## src/rtl/iff_pkg.sv

```systemverilog
// iff_pkg: shared types, codes and character constants for the integer field formatter
// used by iff_front, iff_queue, iff_back and integer_field_formatter_top; no dependencies
package iff_pkg;

  localparam logic [2:0] CONV_SDEC = 3'd0;
  localparam logic [2:0] CONV_UDEC = 3'd1;
  localparam logic [2:0] CONV_OCT  = 3'd2;
  localparam logic [2:0] CONV_HEXL = 3'd3;
  localparam logic [2:0] CONV_HEXU = 3'd4;
  localparam logic [2:0] CONV_PTR  = 3'd5;

  localparam logic [1:0] SIZE_32 = 2'd0;
  localparam logic [1:0] SIZE_16 = 2'd1;

  localparam int NDIG  = 22;
  localparam int BCD_W = 80;

  localparam logic [6:0] CH_SPACE = 7'h20;
  localparam logic [6:0] CH_ZERO  = 7'h30;
  localparam logic [6:0] CH_MINUS = 7'h2d;
  localparam logic [6:0] CH_PLUS  = 7'h2b;
  localparam logic [6:0] CH_XL    = 7'h78;
  localparam logic [6:0] CH_XU    = 7'h58;

  typedef enum logic [1:0] {BASE_DEC, BASE_OCT, BASE_HEX} base_t;

  typedef struct packed {
    logic [63:0] mag;
    logic        mag_zero;
    base_t       base;
    logic        upper;
    logic        ptr;
    logic [1:0]  plen;
    logic [6:0]  pre0;
    logic [6:0]  pre1;
    logic        left;
    logic        zf;
    logic        alt_oct;
    logic [6:0]  width;
    logic [5:0]  prec;
    logic        given;
  } desc_t;

  function automatic logic [6:0] digit_char(input logic [3:0] d, input logic upper);
    logic [6:0] c;
    if (d < 4'd10) begin
      c = CH_ZERO + {3'b0, d};
    end else if (upper) begin
      c = 7'h37 + {3'b0, d};
    end else begin
      c = 7'h57 + {3'b0, d};
    end
    return c;
  endfunction

endpackage

```

## src/rtl/integer_field_formatter_top.sv

```systemverilog
// integer_field_formatter_top: printf-style integer field formatter, stream in and out
// depends on iff_pkg, iff_front, iff_queue, iff_back
//
// One input beat carries an integer and its conversion spec; the block returns the
// formatted field as one ASCII character per output beat, with tlast on the final one,
// and no beat at all for an empty field or an unknown conversion. Decimal values pass
// through the 64-step binary-to-BCD loop in the back end, while octal, hex and pointer
// values skip it; a two-entry queue lets the front accept new items while the back end
// is busy.
module integer_field_formatter_top import iff_pkg::*; #(
  parameter int MAX_FIELD = 64
) (
  input  logic        clk,
  input  logic        rst_n,
  input  logic        in_tvalid,
  output logic        in_tready,
  // value[63:0], left_justify, force_plus, space_sign, zero_fill, alt_form,
  // min_width[6:0], min_digits[5:0], digits_given, zero fill
  input  logic [87:0] in_tdata,
  // conversion[2:0], size_mod[1:0]
  input  logic [4:0]  in_tuser,
  output logic        out_tvalid,
  input  logic        out_tready,
  // char_code[6:0], zero fill
  output logic [7:0]  out_tdata,
  output logic        out_tlast
);

  desc_t      fdesc, qdesc;
  logic       known, qfull, qempty, qpop, push;
  logic [1:0] qcount;
  logic [6:0] ochar;

  iff_front u_front (
    .value        (in_tdata[63:0]),
    .conversion   (in_tuser[2:0]),
    .size_mod     (in_tuser[4:3]),
    .left_justify (in_tdata[64]),
    .force_plus   (in_tdata[65]),
    .space_sign   (in_tdata[66]),
    .zero_fill    (in_tdata[67]),
    .alt_form     (in_tdata[68]),
    .min_width    (in_tdata[75:69]),
    .min_digits   (in_tdata[81:76]),
    .digits_given (in_tdata[82]),
    .known        (known),
    .desc         (fdesc)
  );

  assign in_tready = !qfull;
  assign push      = in_tvalid && !qfull && known;

  iff_queue u_queue (
    .clk       (clk),
    .rst_n     (rst_n),
    .push      (push),
    .push_data (fdesc),
    .full      (qfull),
    .pop       (qpop),
    .pop_data  (qdesc),
    .empty     (qempty),
    .count     (qcount)
  );

  iff_back #(.MAX_FIELD(MAX_FIELD)) u_back (
    .clk        (clk),
    .rst_n      (rst_n),
    .empty      (qempty),
    .job        (qdesc),
    .pop        (qpop),
    .out_tvalid (out_tvalid),
    .out_tready (out_tready),
    .out_char   (ochar),
    .out_last   (out_tlast)
  );

  assign out_tdata = {1'b0, ochar};

  a_queue_bound: assert property (@(posedge clk) disable iff (!rst_n) qcount != 2'd3)
    else $error("queue count out of range");
  a_full_stall: assert property (@(posedge clk) disable iff (!rst_n) qfull |-> !in_tready)
    else $error("beat taken while queue full");
  a_no_pop_empty: assert property (@(posedge clk) disable iff (!rst_n) qpop |-> !qempty)
    else $error("pop from empty queue");
  a_reset_quiet: assert property (@(posedge clk) !rst_n |=> !out_tvalid)
    else $error("output valid after reset");

endmodule

```

## src/rtl/iff_front.sv

```systemverilog
// iff_front: classifies one input beat into a job descriptor (size, sign, magnitude, prefix)
// depends on iff_pkg
module iff_front import iff_pkg::*; (
  input  logic [63:0] value,
  input  logic [2:0]  conversion,
  input  logic [1:0]  size_mod,
  input  logic        left_justify,
  input  logic        force_plus,
  input  logic        space_sign,
  input  logic        zero_fill,
  input  logic        alt_form,
  input  logic [6:0]  min_width,
  input  logic [5:0]  min_digits,
  input  logic        digits_given,
  output logic        known,
  output desc_t       desc
);

  logic        is64, is16, sbit, neg, hexc;
  logic [63:0] raw, negv, negm, mag;

  always_comb begin
    is64 = (conversion == CONV_PTR) || !((size_mod == SIZE_32) || (size_mod == SIZE_16));
    is16 = !is64 && (size_mod == SIZE_16);
    if (is64) begin
      raw  = value;
      sbit = value[63];
    end else if (is16) begin
      raw  = {48'b0, value[15:0]};
      sbit = value[15];
    end else begin
      raw  = {32'b0, value[31:0]};
      sbit = value[31];
    end
    negv = 64'd0 - raw;
    if (is64) negm = negv;
    else if (is16) negm = {48'b0, negv[15:0]};
    else negm = {32'b0, negv[31:0]};
    neg  = (conversion == CONV_SDEC) && sbit;
    mag  = neg ? negm : raw;
    hexc = (conversion == CONV_HEXL) || (conversion == CONV_HEXU);

    known         = conversion <= CONV_PTR;
    desc.mag      = mag;
    desc.mag_zero = (mag == 64'd0);
    desc.base     = (conversion == CONV_OCT) ? BASE_OCT :
                    (hexc || conversion == CONV_PTR) ? BASE_HEX : BASE_DEC;
    desc.upper    = (conversion == CONV_HEXU);
    desc.ptr      = (conversion == CONV_PTR);
    desc.plen     = 2'd0;
    desc.pre0     = CH_ZERO;
    desc.pre1     = (conversion == CONV_HEXU) ? CH_XU : CH_XL;
    if (conversion == CONV_SDEC) begin
      if (neg) begin
        desc.plen = 2'd1;
        desc.pre0 = CH_MINUS;
      end else if (force_plus) begin
        desc.plen = 2'd1;
        desc.pre0 = CH_PLUS;
      end else if (space_sign) begin
        desc.plen = 2'd1;
        desc.pre0 = CH_SPACE;
      end
    end else if ((conversion == CONV_PTR) || (hexc && alt_form && mag != 64'd0)) begin
      desc.plen = 2'd2;
    end
    desc.left    = left_justify;
    desc.zf      = zero_fill && !left_justify && !digits_given;
    desc.alt_oct = (conversion == CONV_OCT) && alt_form;
    desc.width   = min_width;
    desc.prec    = min_digits;
    desc.given   = digits_given;
  end

endmodule

```

## src/rtl/iff_queue.sv

```systemverilog
// iff_queue: two-entry descriptor queue between front and back
// depends on iff_pkg
module iff_queue import iff_pkg::*; (
  input  logic       clk,
  input  logic       rst_n,
  input  logic       push,
  input  desc_t      push_data,
  output logic       full,
  input  logic       pop,
  output desc_t      pop_data,
  output logic       empty,
  output logic [1:0] count
);

  desc_t      q_r [2];
  logic       wr_r, rd_r;
  logic [1:0] cnt_r;

  assign full     = (cnt_r == 2'd2);
  assign empty    = (cnt_r == 2'd0);
  assign count    = cnt_r;
  assign pop_data = q_r[rd_r];

  always_ff @(posedge clk) begin
    if (push) q_r[wr_r] <= push_data;
  end

  always_ff @(posedge clk) begin
    if (!rst_n) begin
      wr_r  <= 1'b0;
      rd_r  <= 1'b0;
      cnt_r <= 2'd0;
    end else begin
      if (push) wr_r <= !wr_r;
      if (pop) rd_r <= !rd_r;
      cnt_r <= cnt_r + {1'b0, push} - {1'b0, pop};
    end
  end

endmodule

```

## src/rtl/iff_back.sv

```systemverilog
// iff_back: digit conversion (double dabble for decimal), field layout and character emission
// depends on iff_pkg; holds the output register of the result channel
module iff_back import iff_pkg::*; #(
  parameter int MAX_FIELD = 64
) (
  input  logic       clk,
  input  logic       rst_n,
  input  logic       empty,
  input  desc_t      job,
  output logic       pop,
  output logic       out_tvalid,
  input  logic       out_tready,
  output logic [6:0] out_char,
  output logic       out_last
);

  typedef enum logic [2:0] {ST_IDLE, ST_CONV, ST_SIZE, ST_PAD, ST_LAY, ST_EMIT} state_t;

  state_t             state_r;
  desc_t              d_r;
  logic [BCD_W-1:0]   bcd_r;
  logic [63:0]        sh_r;
  logic [5:0]         cnt_r;
  logic [3:0]         dig_r [NDIG];
  logic [4:0]         nd_r;
  logic [5:0]         zeros_r;
  logic [6:0]         pad_r;
  logic [7:0]         b1_r, b2_r, b4_r, b5_r, i_r;
  logic               out_valid_r, out_last_r;
  logic [6:0]         out_char_r;

  logic [BCD_W-1:0]   adj;
  logic [BCD_W+63:0]  shifted;
  logic [65:0]        oext;
  logic [4*NDIG-1:0]  hext, bcdx;
  logic [3:0]         dsrc [NDIG];
  logic [4:0]         top, nd_c, idx;
  logic [5:0]         zeros_c;
  logic [7:0]         core, padw, b3, len, n_c, ip1;
  logic [6:0]         ch;
  logic               fire;

  assign pop        = (state_r == ST_IDLE) && !empty;
  assign fire       = (state_r == ST_EMIT) && (!out_valid_r || out_tready);
  assign out_tvalid = out_valid_r;
  assign out_char   = out_char_r;
  assign out_last   = out_last_r;

  always_comb begin
    for (int k = 0; k < BCD_W / 4; k++) begin
      adj[4*k +: 4] = (bcd_r[4*k +: 4] >= 4'd5) ? bcd_r[4*k +: 4] + 4'd3 : bcd_r[4*k +: 4];
    end
    shifted = {adj, sh_r} << 1;
    bcdx    = {{(4*NDIG-BCD_W){1'b0}}, shifted[BCD_W+63:64]};
    oext    = {2'b0, job.mag};
    hext    = {{(4*NDIG-64){1'b0}}, job.mag};
    for (int k = 0; k < NDIG; k++) begin
      dsrc[k] = (job.base == BASE_OCT) ? {1'b0, oext[3*k +: 3]} : hext[4*k +: 4];
    end
  end

  always_comb begin
    top = 5'd1;
    for (int k = 1; k < NDIG; k++) begin
      if (dig_r[k] != 4'd0) top = 5'(k + 1);
    end
    nd_c = (d_r.given && d_r.prec == 6'd0 && d_r.mag_zero && !d_r.ptr) ? 5'd0 : top;
    zeros_c = (d_r.given && d_r.prec > {1'b0, nd_c}) ? d_r.prec - {1'b0, nd_c} : 6'd0;
    if (d_r.alt_oct && zeros_c == 6'd0 && (nd_c == 5'd0 || !d_r.mag_zero)) zeros_c = 6'd1;
  end

  always_comb begin
    core = {6'b0, d_r.plen} + {2'b0, zeros_r} + {3'b0, nd_r};
    padw = ({1'b0, d_r.width} > core) ? {1'b0, d_r.width} - core : 8'd0;
    b3   = b2_r + (d_r.zf ? {1'b0, pad_r} : 8'd0);
    len  = b5_r + (d_r.left ? {1'b0, pad_r} : 8'd0);
    n_c  = (len > 8'(MAX_FIELD)) ? 8'(MAX_FIELD) : len;
    ip1  = i_r + 8'd1;
    idx  = 5'(b5_r - ip1);
    if (i_r < b1_r) ch = CH_SPACE;
    else if (i_r < b2_r) ch = (i_r == b1_r) ? d_r.pre0 : d_r.pre1;
    else if (i_r < b4_r) ch = CH_ZERO;
    else if (i_r < b5_r) ch = digit_char(dig_r[idx], d_r.upper);
    else ch = CH_SPACE;
  end

  always_ff @(posedge clk) begin
    if (!rst_n) begin
      state_r     <= ST_IDLE;
      out_valid_r <= 1'b0;
    end else begin
      if (fire) out_valid_r <= (n_c != 8'd0);
      else if (out_tready) out_valid_r <= 1'b0;
      unique case (state_r)
        ST_IDLE: begin
          if (!empty) begin
            d_r   <= job;
            sh_r  <= job.mag;
            bcd_r <= '0;
            cnt_r <= 6'd0;
            dig_r <= dsrc;
            state_r <= (job.base == BASE_DEC) ? ST_CONV : ST_SIZE;
          end
        end
        ST_CONV: begin
          bcd_r <= shifted[BCD_W+63:64];
          sh_r  <= shifted[63:0];
          cnt_r <= cnt_r + 6'd1;
          if (cnt_r == 6'd63) begin
            for (int k = 0; k < NDIG; k++) begin
              dig_r[k] <= bcdx[4*k +: 4];
            end
            state_r <= ST_SIZE;
          end
        end
        ST_SIZE: begin
          nd_r    <= nd_c;
          zeros_r <= zeros_c;
          state_r <= ST_PAD;
        end
        ST_PAD: begin
          pad_r <= padw[6:0];
          b1_r  <= (!d_r.left && !d_r.zf) ? padw : 8'd0;
          b2_r  <= ((!d_r.left && !d_r.zf) ? padw : 8'd0) + {6'b0, d_r.plen};
          state_r <= ST_LAY;
        end
        ST_LAY: begin
          b4_r <= b3 + {2'b0, zeros_r};
          b5_r <= b3 + {2'b0, zeros_r} + {3'b0, nd_r};
          i_r  <= 8'd0;
          state_r <= ST_EMIT;
        end
        ST_EMIT: begin
          if (fire) begin
            if (n_c != 8'd0) begin
              out_char_r <= ch;
              out_last_r <= (ip1 == n_c);
              i_r        <= ip1;
              if (ip1 == n_c) state_r <= ST_IDLE;
            end else begin
              state_r <= ST_IDLE;
            end
          end
        end
        default: state_r <= ST_IDLE;
      endcase
    end
  end

endmodule

```

## config.mk

```make
export PLATFORM = sky130hd
export DESIGN_NAME = integer_field_formatter_top
export DESIGN_NICKNAME = d
export VERILOG_FILES = /design/src/rtl/iff_pkg.sv /design/src/rtl/integer_field_formatter_top.sv /design/src/rtl/iff_front.sv /design/src/rtl/iff_queue.sv /design/src/rtl/iff_back.sv
export SDC_FILE = /design/constraint.sdc
export NUM_CORES = 1
export LEC_CHECK = 0
export BUFFER_PORTS_ARGS = -buffer_cell sky130_fd_sc_hd__buf_2
export CORE_MARGIN = 5
export CORE_UTILIZATION = 55
export DETAILED_ROUTE_END_ITERATION = 16
export PLACE_DENSITY = 0.7
export SYNTH_ARGS = -nofsm -noshare
export SYNTH_HDL_FRONTEND = slang
export SYNTH_SLANG_ARGS = --single-unit
```

## constraint.sdc

```tcl
create_clock -name clk -period 19.2 [get_ports clk]
set_input_delay 2.88 -clock clk [delete_from_list [all_inputs] [get_ports clk]]
set_output_delay 2.88 -clock clk [all_outputs]
set_load 0.02 [all_outputs]
```

## After elaboration in Yosys (flattened, before gate mapping)

Memories as Yosys holds them, arrays and structs flattened. A register that Yosys moved wholly into a read port is not among the register bits.
Cells that the tools add are included.

| storage, ports and cells | value |
|---|---|
| register bits | 348 |
| bits in writable memories | 202 |
| output and inout port bits | 11 |
| memories kept | 1 |

Memories:

| name | words | bits a word | read ports | clocked after memory_dff | wr ports | RTL line | source |
|---|---|---|---|---|---|---|---|
| u_queue.q_r | 2 | 101 | 1 | 1 | 1 | iff_queue.sv:15 | `desc_t q_r [2];` |

| operators by class | value |
|---|---|
| $add $sub $neg | 38 |
| $lt $le $gt $ge | 30 |
| eq/ne operators | 20 |
| muxes and demuxes | 120 |
| bitwise logic cells | 2 |
| reductions and logical operators | 82 |

Operators with widths:

| cell | number |
|---|---|
| 64-bit 2-to-1 mux | 4 |
| 4-bit 2-to-1 mux | 45 |
| 88-bit 2-to-1 mux | 2 |
| 88-bit one-hot mux with 2 select lines | 1 |
| 80-bit one-hot mux with 2 select lines | 1 |
| 64-bit one-hot mux with 2 select lines | 1 |
| 4-bit nonzero test | 21 |
| 4-bit by 3-bit >= comparator with 1-bit output (second input constant) | 20 |
| 80-bit 2-to-1 mux | 1 |
| 4-bit by 2-bit adder with 4-bit output (second input constant) | 19 |
| 64-bit logical NOT | 1 |
| 32-bit 2-to-1 mux | 2 |
| 64-bit nonzero test | 1 |
| 1-bit by 64-bit subtractor with 64-bit output (first input constant) | 1 |
| 7-bit 2-to-1 mux | 9 |
| 8-bit 2-to-1 mux | 7 |
| 3-bit 2-to-1 mux | 15 |
| 5-bit 2-to-1 mux | 8 |
| 8-bit less-than comparator | 4 |
| 4-bit binary-select mux with 5-bit select | 1 |
| 1-bit logical AND | 18 |
| 6-bit 2-to-1 mux | 3 |
| 3-bit one-hot mux with 6 select lines | 1 |
| 8-bit by 5-bit adder with 8-bit output | 2 |
| other kinds (49) | 104 |

## Depth between registers and ports, before layout

Gate-level depths: netlist of the first run.

| logic depth | value |
|---|---|
| depth in word-level cells | 29 |
| mapped depth | 22 |
| gate-level depth less buffers | 22 |

## Hierarchy

Synthesis of the first run repeated with hierarchy kept, for this count alone.

| unflattened totals | value |
|---|---|
| cell total of the unflattened synthesis | 2540 |
| area, all modules | 30329.1 um2 |

Modules (own cells, without submodules):

| module | times used | cells an instance | area each (um2) |
|---|---|---|---|
| iff_back | 1 | 1693 | 19123.3 |
| iff_queue | 1 | 338 | 7907.6 |
| iff_front | 1 | 505 | 3274.4 |
| integer_field_formatter_top | 1 | 4 | 23.8 |

## Worst setup path before layout of the first run

No wires, ideal clock.

| path | value |
|---|---|
| path type | input port to flip-flop |
| start | in rst_n |
| end | reg u_back.bcd_r[0], enable pin |
| data arrival time | 13.958 ns |
| required time | 18.319 ns |
| path slack | 4.361 ns |
| stages on the path | 2 |
| path buffers | 0 |
| path through | nand2b_1 a211oi_1 |

| on the way | value |
|---|---|
| word-level cells in the longest chain between the ends | 1 |

RTL lines:

| item | RTL line | source |
|---|---|---|
| from (decl) | integer_field_formatter_top.sv:14 | `input logic rst_n,` |
| 3-bit AND reduction (no line) | n/a |  |
| to (signal assigned) | iff_back.sv:106 | `bcd_r <= shifted[BCD_W+63:64];` |
| to (decl) | iff_back.sv:21 | `logic [BCD_W-1:0] bcd_r;` |

No other way between the ends.
A chain may end at the register's enable or synchronous reset.

==> results of run 1 <==
## layer usage
metal | part of all wire | up-vias | GRT usage | wire, um
met4 | 0.030 | 0 | 0.07061 | 2140
met5 | 0 | - | 0 | 0
met2 | 0.44 | 778 | 0.3697 | 31180
met1 | 0.46 | 9670 | 0.3794 | 32750
li1 | - | 9195 | - | -
met3 | 0.077 | 132 | 0.04057 | 5539
## final cells by class
cell class	instances	area, sq um
Fill cell	4075	19820
Sequential cell	522	15590
Timing Repair Buffer	125	685.7
Tap cell	680	850.8
Multi-Input combinational cell	1698	12280
Clock inverter	30	306.5
Inverter	115	431.7
Clock buffer	69	1450
## cell usage after synthesis (4+ instances only)
| cell | number |
|---|---|
| edfxtp_1 | 513 |
| nor2_1 | 269 |
| nand2_1 | 173 |
| a21oi_1 | 166 |
| ha_1 | 121 |
| inv_1 | 115 |
| o21ai_0 | 98 |
| xnor2_1 | 93 |
| mux2i_1 | 80 |
| a21o_1 | 72 |
| clkbuf_1 | 65 |
| xor2_1 | 56 |
| nor3_1 | 50 |
| mux4_2 | 47 |
| mux2_2 | 37 |
| nand2b_1 | 34 |
| o21bai_1 | 33 |
| and2_1 | 32 |
| nor4_1 | 30 |
| or4_1 | 29 |
| nand3_1 | 25 |
| buf_1 | 19 |
| nor2b_1 | 19 |
| a31oi_1 | 17 |
| and3_1 | 17 |
| a211oi_1 | 15 |
| fa_1 | 15 |
| nand4_1 | 13 |
| o31ai_1 | 11 |
| or2_2 | 11 |
| or3_1 | 11 |
| a31o_2 | 10 |
| o21a_1 | 10 |
| dfxtp_1 | 9 |
| o22ai_1 | 9 |
| o211ai_1 | 7 |
| nand3b_1 | 6 |
| a22oi_1 | 5 |
| buf_2 | 5 |
| o41ai_1 | 5 |
| and4_1 | 4 |
| nor3b_1 | 4 |
| nor4b_1 | 4 |
| o32ai_1 | 4 |
## sequential cells by signal, summed over array words and instances (netlist names), 3 cells and up, named ones only
register	cells
u_back.sh_r	64
u_back.d_r	27
u_back.state_r	3
u_back.nd_r	5
u_back.b4_r	8
u_back.cnt_r	6
u_back.b5_r	8
u_back.bcd_r	80
u_back.zeros_r	6
u_back.b2_r	8
u_queue.q_r	186
u_back.i_r	8
u_back.dig_r	84
u_back.pad_r	7
u_back.b1_r	8
u_back.out_char	7
## tightest hold or removal path, stage by stage, from the launching register on
cell      delay (ps)
edfxtp_1         320
nand2_1           40
o21ai_0           60
## kinds of logic (layout without fill, tap and decap cells)
kind of cell,count (synthesis),in the layout,share of synthesized area
xor+xnor,151,151,0.04720
simple gates,746,746,0.1259
compound gates,500,500,0.1114
flops,522,522,0.5449
buf+inv,206,339,0.02743
other cells,1,1,0.0001311
fa+ha+maj,136,136,0.06344
mux,164,164,0.07958
## worst min path at each step
stage	startpoint	end
global route	u_back.sh_r[35]$_DFFE_PP_	u_back.sh_r[36]$_DFFE_PP_
global placement	u_back.sh_r[54]$_DFFE_PP_	u_back.sh_r[55]$_DFFE_PP_
detailed placement	u_back.sh_r[54]$_DFFE_PP_	u_back.sh_r[55]$_DFFE_PP_
finish	u_back.sh_r[35]$_DFFE_PP_	u_back.sh_r[36]$_DFFE_PP_
floorplan	u_back.sh_r[51]$_DFFE_PP_	u_back.sh_r[52]$_DFFE_PP_
CTS	u_back.sh_r[35]$_DFFE_PP_	u_back.sh_r[36]$_DFFE_PP_
## stage by stage
step           cells  hold slack, ps  total power [mW]
2_1_floorplan   2426           491.2             3.020
3_3_place_gp    3140           499.4             3.329
3_5_place_dp    3140           504.0             3.407
4_1_cts         3239           516.2             4.451
5_1_grt         3239           533.4             4.698
6_report        3239           515.6             4.451
## power by group through the flow
stage / logic (mW) / registers [mW] / clock network [mW]
floorplan: 1.12 / 1.90 / 0
global placement: 1.44 / 1.89 / 0
detailed placement: 1.50 / 1.90 / 0
CTS: 1.52 / 1.89 / 1.05
global route: 1.68 / 1.92 / 1.10
finish: 1.52 / 1.89 / 1.04
==> impl.org, run 1 <==
** Timing
- Headroom to the max-slew limit :: 0.2388
- On the final layout, the worst clock skew is 16.14 ps.
- At the pin with the least slew margin, the transition time is 1141 ps.
- In the finished design, the share of the clock period the worst path needs comes to 0.3697.
- The final count of hold timing violations is 0.
- Worst Setup Slack, final :: 12,100 ps
- The number of pins with negative max-slew slack in the final report is 0.
- Setup repair after global routing left no endpoint under its margin.
- For this run, the top clock speed supported by timing is 0.1409 GHz.
- After routing, the total negative slack on setup checks comes to 0 ps.
- Final Critical Period :: 7098 ps
- Setup violations remaining at the end of the flow were counted as 0.

** Global route
- All-layer global routing usage :: 0.2476
- The first global-routing pass estimated 109.8 mm of wire.
- Number of antenna violations at the first check in global routing :: 0
- Entering global routing, the biggest net connects 87 pins.
- Vias in the first global route :: 19,220
- GR Overflow Total :: 0

** Setup path
- The cell family contributing the most delay on the critical path is simple AND/OR/NAND/NOR gates.
- Max stage delay on crit path :: 660 ps
- Capture point of the critical path :: u_queue.q_r[0][31]$_DFFE_PP_
- Worst-case reg-to-reg path depth :: 22
- Data on the critical path is required at its endpoint by 19,500 ps.
- Along the worst path, the maximum fanout reaches 42.
- The endpoint identified for the worst register-to-register timing path is u_back.zeros_r[0]$_SDFFCE_PP1P_.
- Beginning of the critical path :: in_tuser[2]
- STA classifies the critical path startpoint as an input port.
- Crit path cell chain :: buf_2 > nor3_2 > o211ai_1 > buf_4 > inv_1 > buf_4 > o31a_1 > mux2i_1 > or4_1 > or4_1 > or4_4 > o311ai_2 > o211ai_1
- Beginning of the worst register-to-register path :: u_back.dig_r[73]$_DFFE_PP_
- Cell with the biggest individual delay on the critical path :: nor3_2
- STA classifies the critical path endpoint as a flip-flop.
- Counting both buffers and inverters, the worst setup path holds a total of 4.
- The critical path in this run is classified as in -> reg.
- Number of cells on the critical path :: 13
- Data on the critical path arrives at its endpoint at 7400 ps.
- Register-to-register path setup slack :: 13,660 ps

** Logic synthesis
- Share of synthesized area occupied by flip-flops and latches :: 0.5449
- Of all flip-flops after synthesis, the portion carrying an async set or reset was 0.
- Cell count after synthesis :: 2,426
- Most used DFF post-synth :: edfxtp_1
- For this run, the number of Yosys warnings is 0.
- Share of the synthesized area in the top cell type :: 0.5386
- Counting flops with a built-in enable in the synthesized netlist gives 513.
- Total nets after synthesis :: 2,659
- In this run the cell area of the synthesized design comes to 0.02860 sq mm.
- Syn_area_per_cell :: 11.79 sq um
- edfxtp_1 takes more of the synthesized area than any other cell.
- After synthesis, the netlist uses 86 different library cells.
- FF+latch count, synth :: 522
- Ranked by total cell area, the synthesized netlist is headed by edfxtp_1, ha_1, mux4_2, nor2_1, a21oi_1.

** Power
- Of the total power, registers draw 0.425.
- Pwr dens :: 140.9 mW/mm^2
- Internal power :: 2.897 mW
- VDD sags by at most 0.00008478 V.
- Net switching component of the power :: 1.554 mW
- Clock share of power :: 0.233
- Of the total power, combinational logic draws 0.342.
- Of the total power, the share spent switching nets is 0.3492.
- In this run the static leakage power is 11.65 nW.

** Clocking
- The longest clock path from root to sink contains 3 buffers.
- Count of H-tree levels built during CTS :: 2
- In this run the clock root is driven by a clkbuf_16.
- Cts hold-fix bufs :: 0
- The clock drives 522 sinks.
- TritonCTS built the clock tree.
- Postcts setup bufs :: 0
- Number of CTS-inserted buffers :: 54
- Clock edge transition at the registers on the reported setup and hold paths :: 60 ps
- Once the clock tree was built, the resizer swapped 0 gates to a different size.
- Worst-Skew Late Latency :: 600 ps

** Place
- Weighted congestion at the end of routability-driven global placement :: 0.9209
- Detailed placement finished with a half-perimeter wire length of 52.41 mm.
- PortBufs :: 101
- OpenSTA, run right after detailed placement, puts the worst setup slack at 11,510 ps.
- After detailed placement, the total cell area comes to 0.02983 sq mm.

** Layout
- Compared with the post-synthesis result, the final layout area differs by 10.45%.
- Of the cells placed in the final design, the portion with a size suffix greater than 1 is 0.1286.
- Leaving out fill and tap cells, the most frequent cell in the layout is edfxtp_1.
- Area of all placed cells without fillers :: 0.03159 sq mm
- Nets :: 2,749
- At the end of the flow the core is filled with cells to 0.6145.
- Most frequent cells in the layout :: edfxtp_1, nor2_1, nand2_1
- 0 antenna diodes ended up in the layout.

** Drt
- In the routed layout, each cell is associated on average with a via count of 6.105.
- The first detailed-routing pass took 6 iterations.
- After the first detailed-routing iteration, the DRC count stood at 2,171.
- Wires add up to 71.61 mm.
- Dividing the detail-routed wire length by the instance count gives 22.11 um.
- DRC Markers :: 0
- The routed layout has 19,780 vias.
- Post-route ant nets :: 0

** Min path
- Number of cells on the worst hold path :: 2
- The worst hold path belongs to the class reg -> reg.

** Die
- I/O pin cnt :: 108
- The core region is 0.05141 sq mm.
- The initial utilization of the core area, before any placement, comes to 0.5564.
- The die is 238.0 um wide.
- The die covers 0.05666 sq mm.
- The initialized floorplan defines 83 standard-cell rows.
- Die height :: 238.0 um

** Run status
- Run status :: finished clean

** Job
- The tool flagged a number of max-cap violations equal to 0.
Power figures use the tool's default switching activity.
==> inputs of run 2 (changes only) <==
Clock period 19.2 ns to 6.8 ns, I/O delays scaled along.
==> run 2 against run 1 <==
Routed wire length down 0.64%; clock-buffer cell count fell by 4; register-to-register slack got worse by 12000 ps; core utilization is 0.095 points higher; cell area is 0.15% higher; die area is the same; sequential power rose to 2.8 times the previous value; sequential share of layout area decreased by 0.076 points; global-route usage about the same; clock skew up 6.7 ps; hold slack improved by 13 ps; non-clock buffer count is 6 higher; critical endpoint is now u_back.zeros_r[0]$_SDFFCE_PP1P_; largest power group unchanged.
==> impl.org, run 2 (synthesis gave the netlist of run 1 again) <==
** Timing
- Slew at the pin closest to its max-slew limit :: 1087 ps
- Highest clock frequency the design can meet :: 0.1834 GHz
- The number of pins with negative max-slew slack in the final report is 0.
- Headroom to the max-slew limit :: 0.2742
- Worst Skew :: 22.86 ps
- Final worst-path cycle share :: 0.8020
- Final Critical Period :: 5454 ps
- Final Hold Violating Endpoints :: 0
- Setup-failing EPs final :: 0
- Setup TNS :: 0 ps
- Worst Setup Slack, final :: 1346 ps
- RSZ-0062 raised after global routing :: false

** Die
- I/O pin cnt :: 108
- The floorplan has 83 rows.
- The die covers 0.05666 sq mm.
- For this configuration, the core starts out at a cell density of 0.5564.
- The die is 238.0 um wide.
- Die height :: 238.0 um
- Core area :: 0.05141 sq mm

** Setup path
- In this design, the stage delay of the slowest critical-path cell is 590 ps.
- Startpoint type of the worst setup path :: flip-flop
- The cell family contributing the most delay on the critical path is compound AO/OA/AOI/OAI gates.
- The worst setup path is of the reg -> reg kind.
- Worst EP arrival :: 5880 ps
- CP Max Fanout :: 6
- Bufs and invs on worst path :: 2
- Crit path top cell by count :: a21oi_1
- STA classifies the critical path endpoint as a flip-flop.
- Cell with the biggest individual delay on the critical path :: or4_1
- Beginning of the critical path :: u_back.dig_r[73]$_DFFE_PP_
- For the worst setup path, the data required time is 7220 ps.
- The signal on the critical path passes through or4_1 > a21oi_1 > o21ai_0 > a21oi_1 > o21ai_0 > a21oi_1 > o21ai_0 > a21oi_1 > o21ai_0 > a21oi_1 > ha_1 > inv_1 > fa_1 > a21o_1 > a21oi_1 > inv_1 > a21oi_1 > a31oi_1 > o21ai_1 > a21oi_1 > or4_1 > o32ai_1.
- The critical path crosses 22 cells after its start point.
- In this run the critical register-to-register path is launched from u_back.dig_r[73]$_DFFE_PP_.
- The worst register-to-register path has a depth of 22.

** Clocking
- Max Root-Sink Buffers :: 3
- Clock tree from TritonCTS :: built
- CTS sink count :: 522
- Buffers inserted to repair hold after CTS numbered 0.
- In this run, CTS created clock tree buffers numbering 52.
- Clock tree root buffer cell :: clkbuf_16
- Worst-Skew Late Latency :: 610 ps
- Clock-pin slew was measured on the worst setup and hold paths at 60 ps.
- Postcts setup bufs :: 0
- Gates resized, CTS repair :: 0
- Count of H-tree levels built during CTS :: 2

** Power
- Of the total power, the clock network draws 0.235.
- Net switching component of the power :: 4.357 mW
- In this run the static leakage power is 11.69 nW.
- Power spread over the standard cell area amounts to 398.2 mW/mm^2.
- Sequential share of power :: 0.423
- VDD sags by at most 0.0002480 V.
- Switching share of power :: 0.3458
- Comb power frac :: 0.342
- Internal power comes to 8.242 mW.

** Drt
- Detailed routing inserted a total of 19,710 vias.
- In this run, the number of DRC markers left after iteration 0 of detailed routing was 1,848.
- Dividing the detail-routed wire length by the instance count gives 21.97 um.
- The pre-antenna-repair detailed-routing pass consisted of 6 iterations.
- Via count normalized by instance count :: 6.084
- Wires add up to 71.15 mm.
- Post-route ant nets :: 0
- After detailed routing, the number of remaining DRC violations is 0.

** Min path
- The worst hold path belongs to the class reg -> reg.
- Launch instance of the worst min-delay path :: u_back.sh_r[57]$_DFFE_PP_
- Number of cells on the worst hold path :: 2

** Layout
- The register with the most flip-flops in the final layout is u_queue.q_r.
- At the end of the flow the core is filled with cells to 0.6155.
- Most frequent standard cell in the layout excluding fill and tap cells :: edfxtp_1
- Sequential Area :: 0.01559 sq mm
- The net count of the finished layout is 2,753.
- Area of combinational cells with multiple inputs :: 0.01228 sq mm
- Ratio of cells with drive above 1 in the final layout :: 0.1309
- Biggest regs :: u_queue.q_r x186, u_back.dig_r x84, u_back.bcd_r x80
- Max FFs per register :: 186
- Antenna Diode Count :: 0
- The area growth from synthesis to layout is 10.62%.
- Filler instances :: 4,037
- Leaving out fill and tap cells, the most frequent cells in the layout are edfxtp_1, nor2_1, nand2_1.

** Place
- The congestion estimate from routability-driven global placement came to 0.9510.
- Detailed placement HPWL :: 52.40 mm
- Input and output buffers added on the ports amount to 101.
- Prior to clock tree synthesis, the placed netlist has a worst setup slack of 1285 ps.

** Run status
- Run status :: finished clean

** Global route
- GR Overflow Total :: 0
- Entering global routing, the biggest net connects 151 pins.
- All-layer global routing usage :: 0.2480
- First-pass GRT wire length :: 110.6 mm
- The number of antenna violations at the first check in global routing came to 0.
- The via count of the first global-routing pass is 19,300.

** Job
- Number of max-cap violations :: 0
## run 2: cell count changes in the layout (fill, tap and decap cells not counted), moves of 2 or more
| cell | previous run | this run |
|---|---|---|
| clkinvlp_4 | 3 | 1 |
| bufinv_16 | 5 | 9 |
| clkinv_1 | 13 | 7 |
| buf_4 | 24 | 29 |
| clkinv_2 | 4 | 8 |
| clkinv_4 | 3 | 0 |
| clkbuf_16 | 56 | 52 |
## run 2: layer usage
layer  track usage  up-vias  routed length [um]
met5             0        -                   0
met4       0.06800        0                1870
met3       0.03190      112                4760
met2        0.3702      737               31480
met1        0.3871     9654               33030
li1              -     9203                   -
## run 2: layout make-up
class / instances / area share
repair buffers: 131 / 0.02349
flip-flops and latches: 522 / 0.4927
clock buffers: 65 / 0.04267
multi-input cells: 1698 / 0.3882
well taps: 680 / 0.02689
clock inverters: 28 / 0.01238
inverters: 115 / 0.01364
## run 2: per-stage QoR
step,cells,power (mW),hold WS (ps),instance area (sq um)
final,3239,12.60,528.4,31640
after global placement,3146,9.423,502.0,29900
after global routing,3239,13.29,549.3,31640
after floorplan,2426,8.415,491.2,28620
after detailed placement,3146,9.637,509.2,29900
after CTS,3239,12.61,527.8,31640
## run 2: worst paths after layout
check,to,slack [ps]
max reg2reg,u_back.zeros_r[0]$_SDFFCE_PP1P_,1350
min reg2reg,u_back.sh_r[58]$_DFFE_PP_,530
min,u_back.sh_r[58]$_DFFE_PP_,530
max,u_back.zeros_r[0]$_SDFFCE_PP1P_,1350
## run 2: power groups by stage
stage               Combinational (mW)  Sequential, mW  Clock (mW)
detailed placement                4.27            5.37           0
finish                            4.31            5.33        2.96
CTS                               4.30            5.31        2.99
floorplan                         3.19            5.23           0
global placement                  4.09            5.33           0
global route                      4.75            5.41        3.12
## run 2: worst min-delay path, cell delays in order (launching register included)
cell and delay, ps:
edfxtp_1 320, nand2_1 50, nand2_1 50
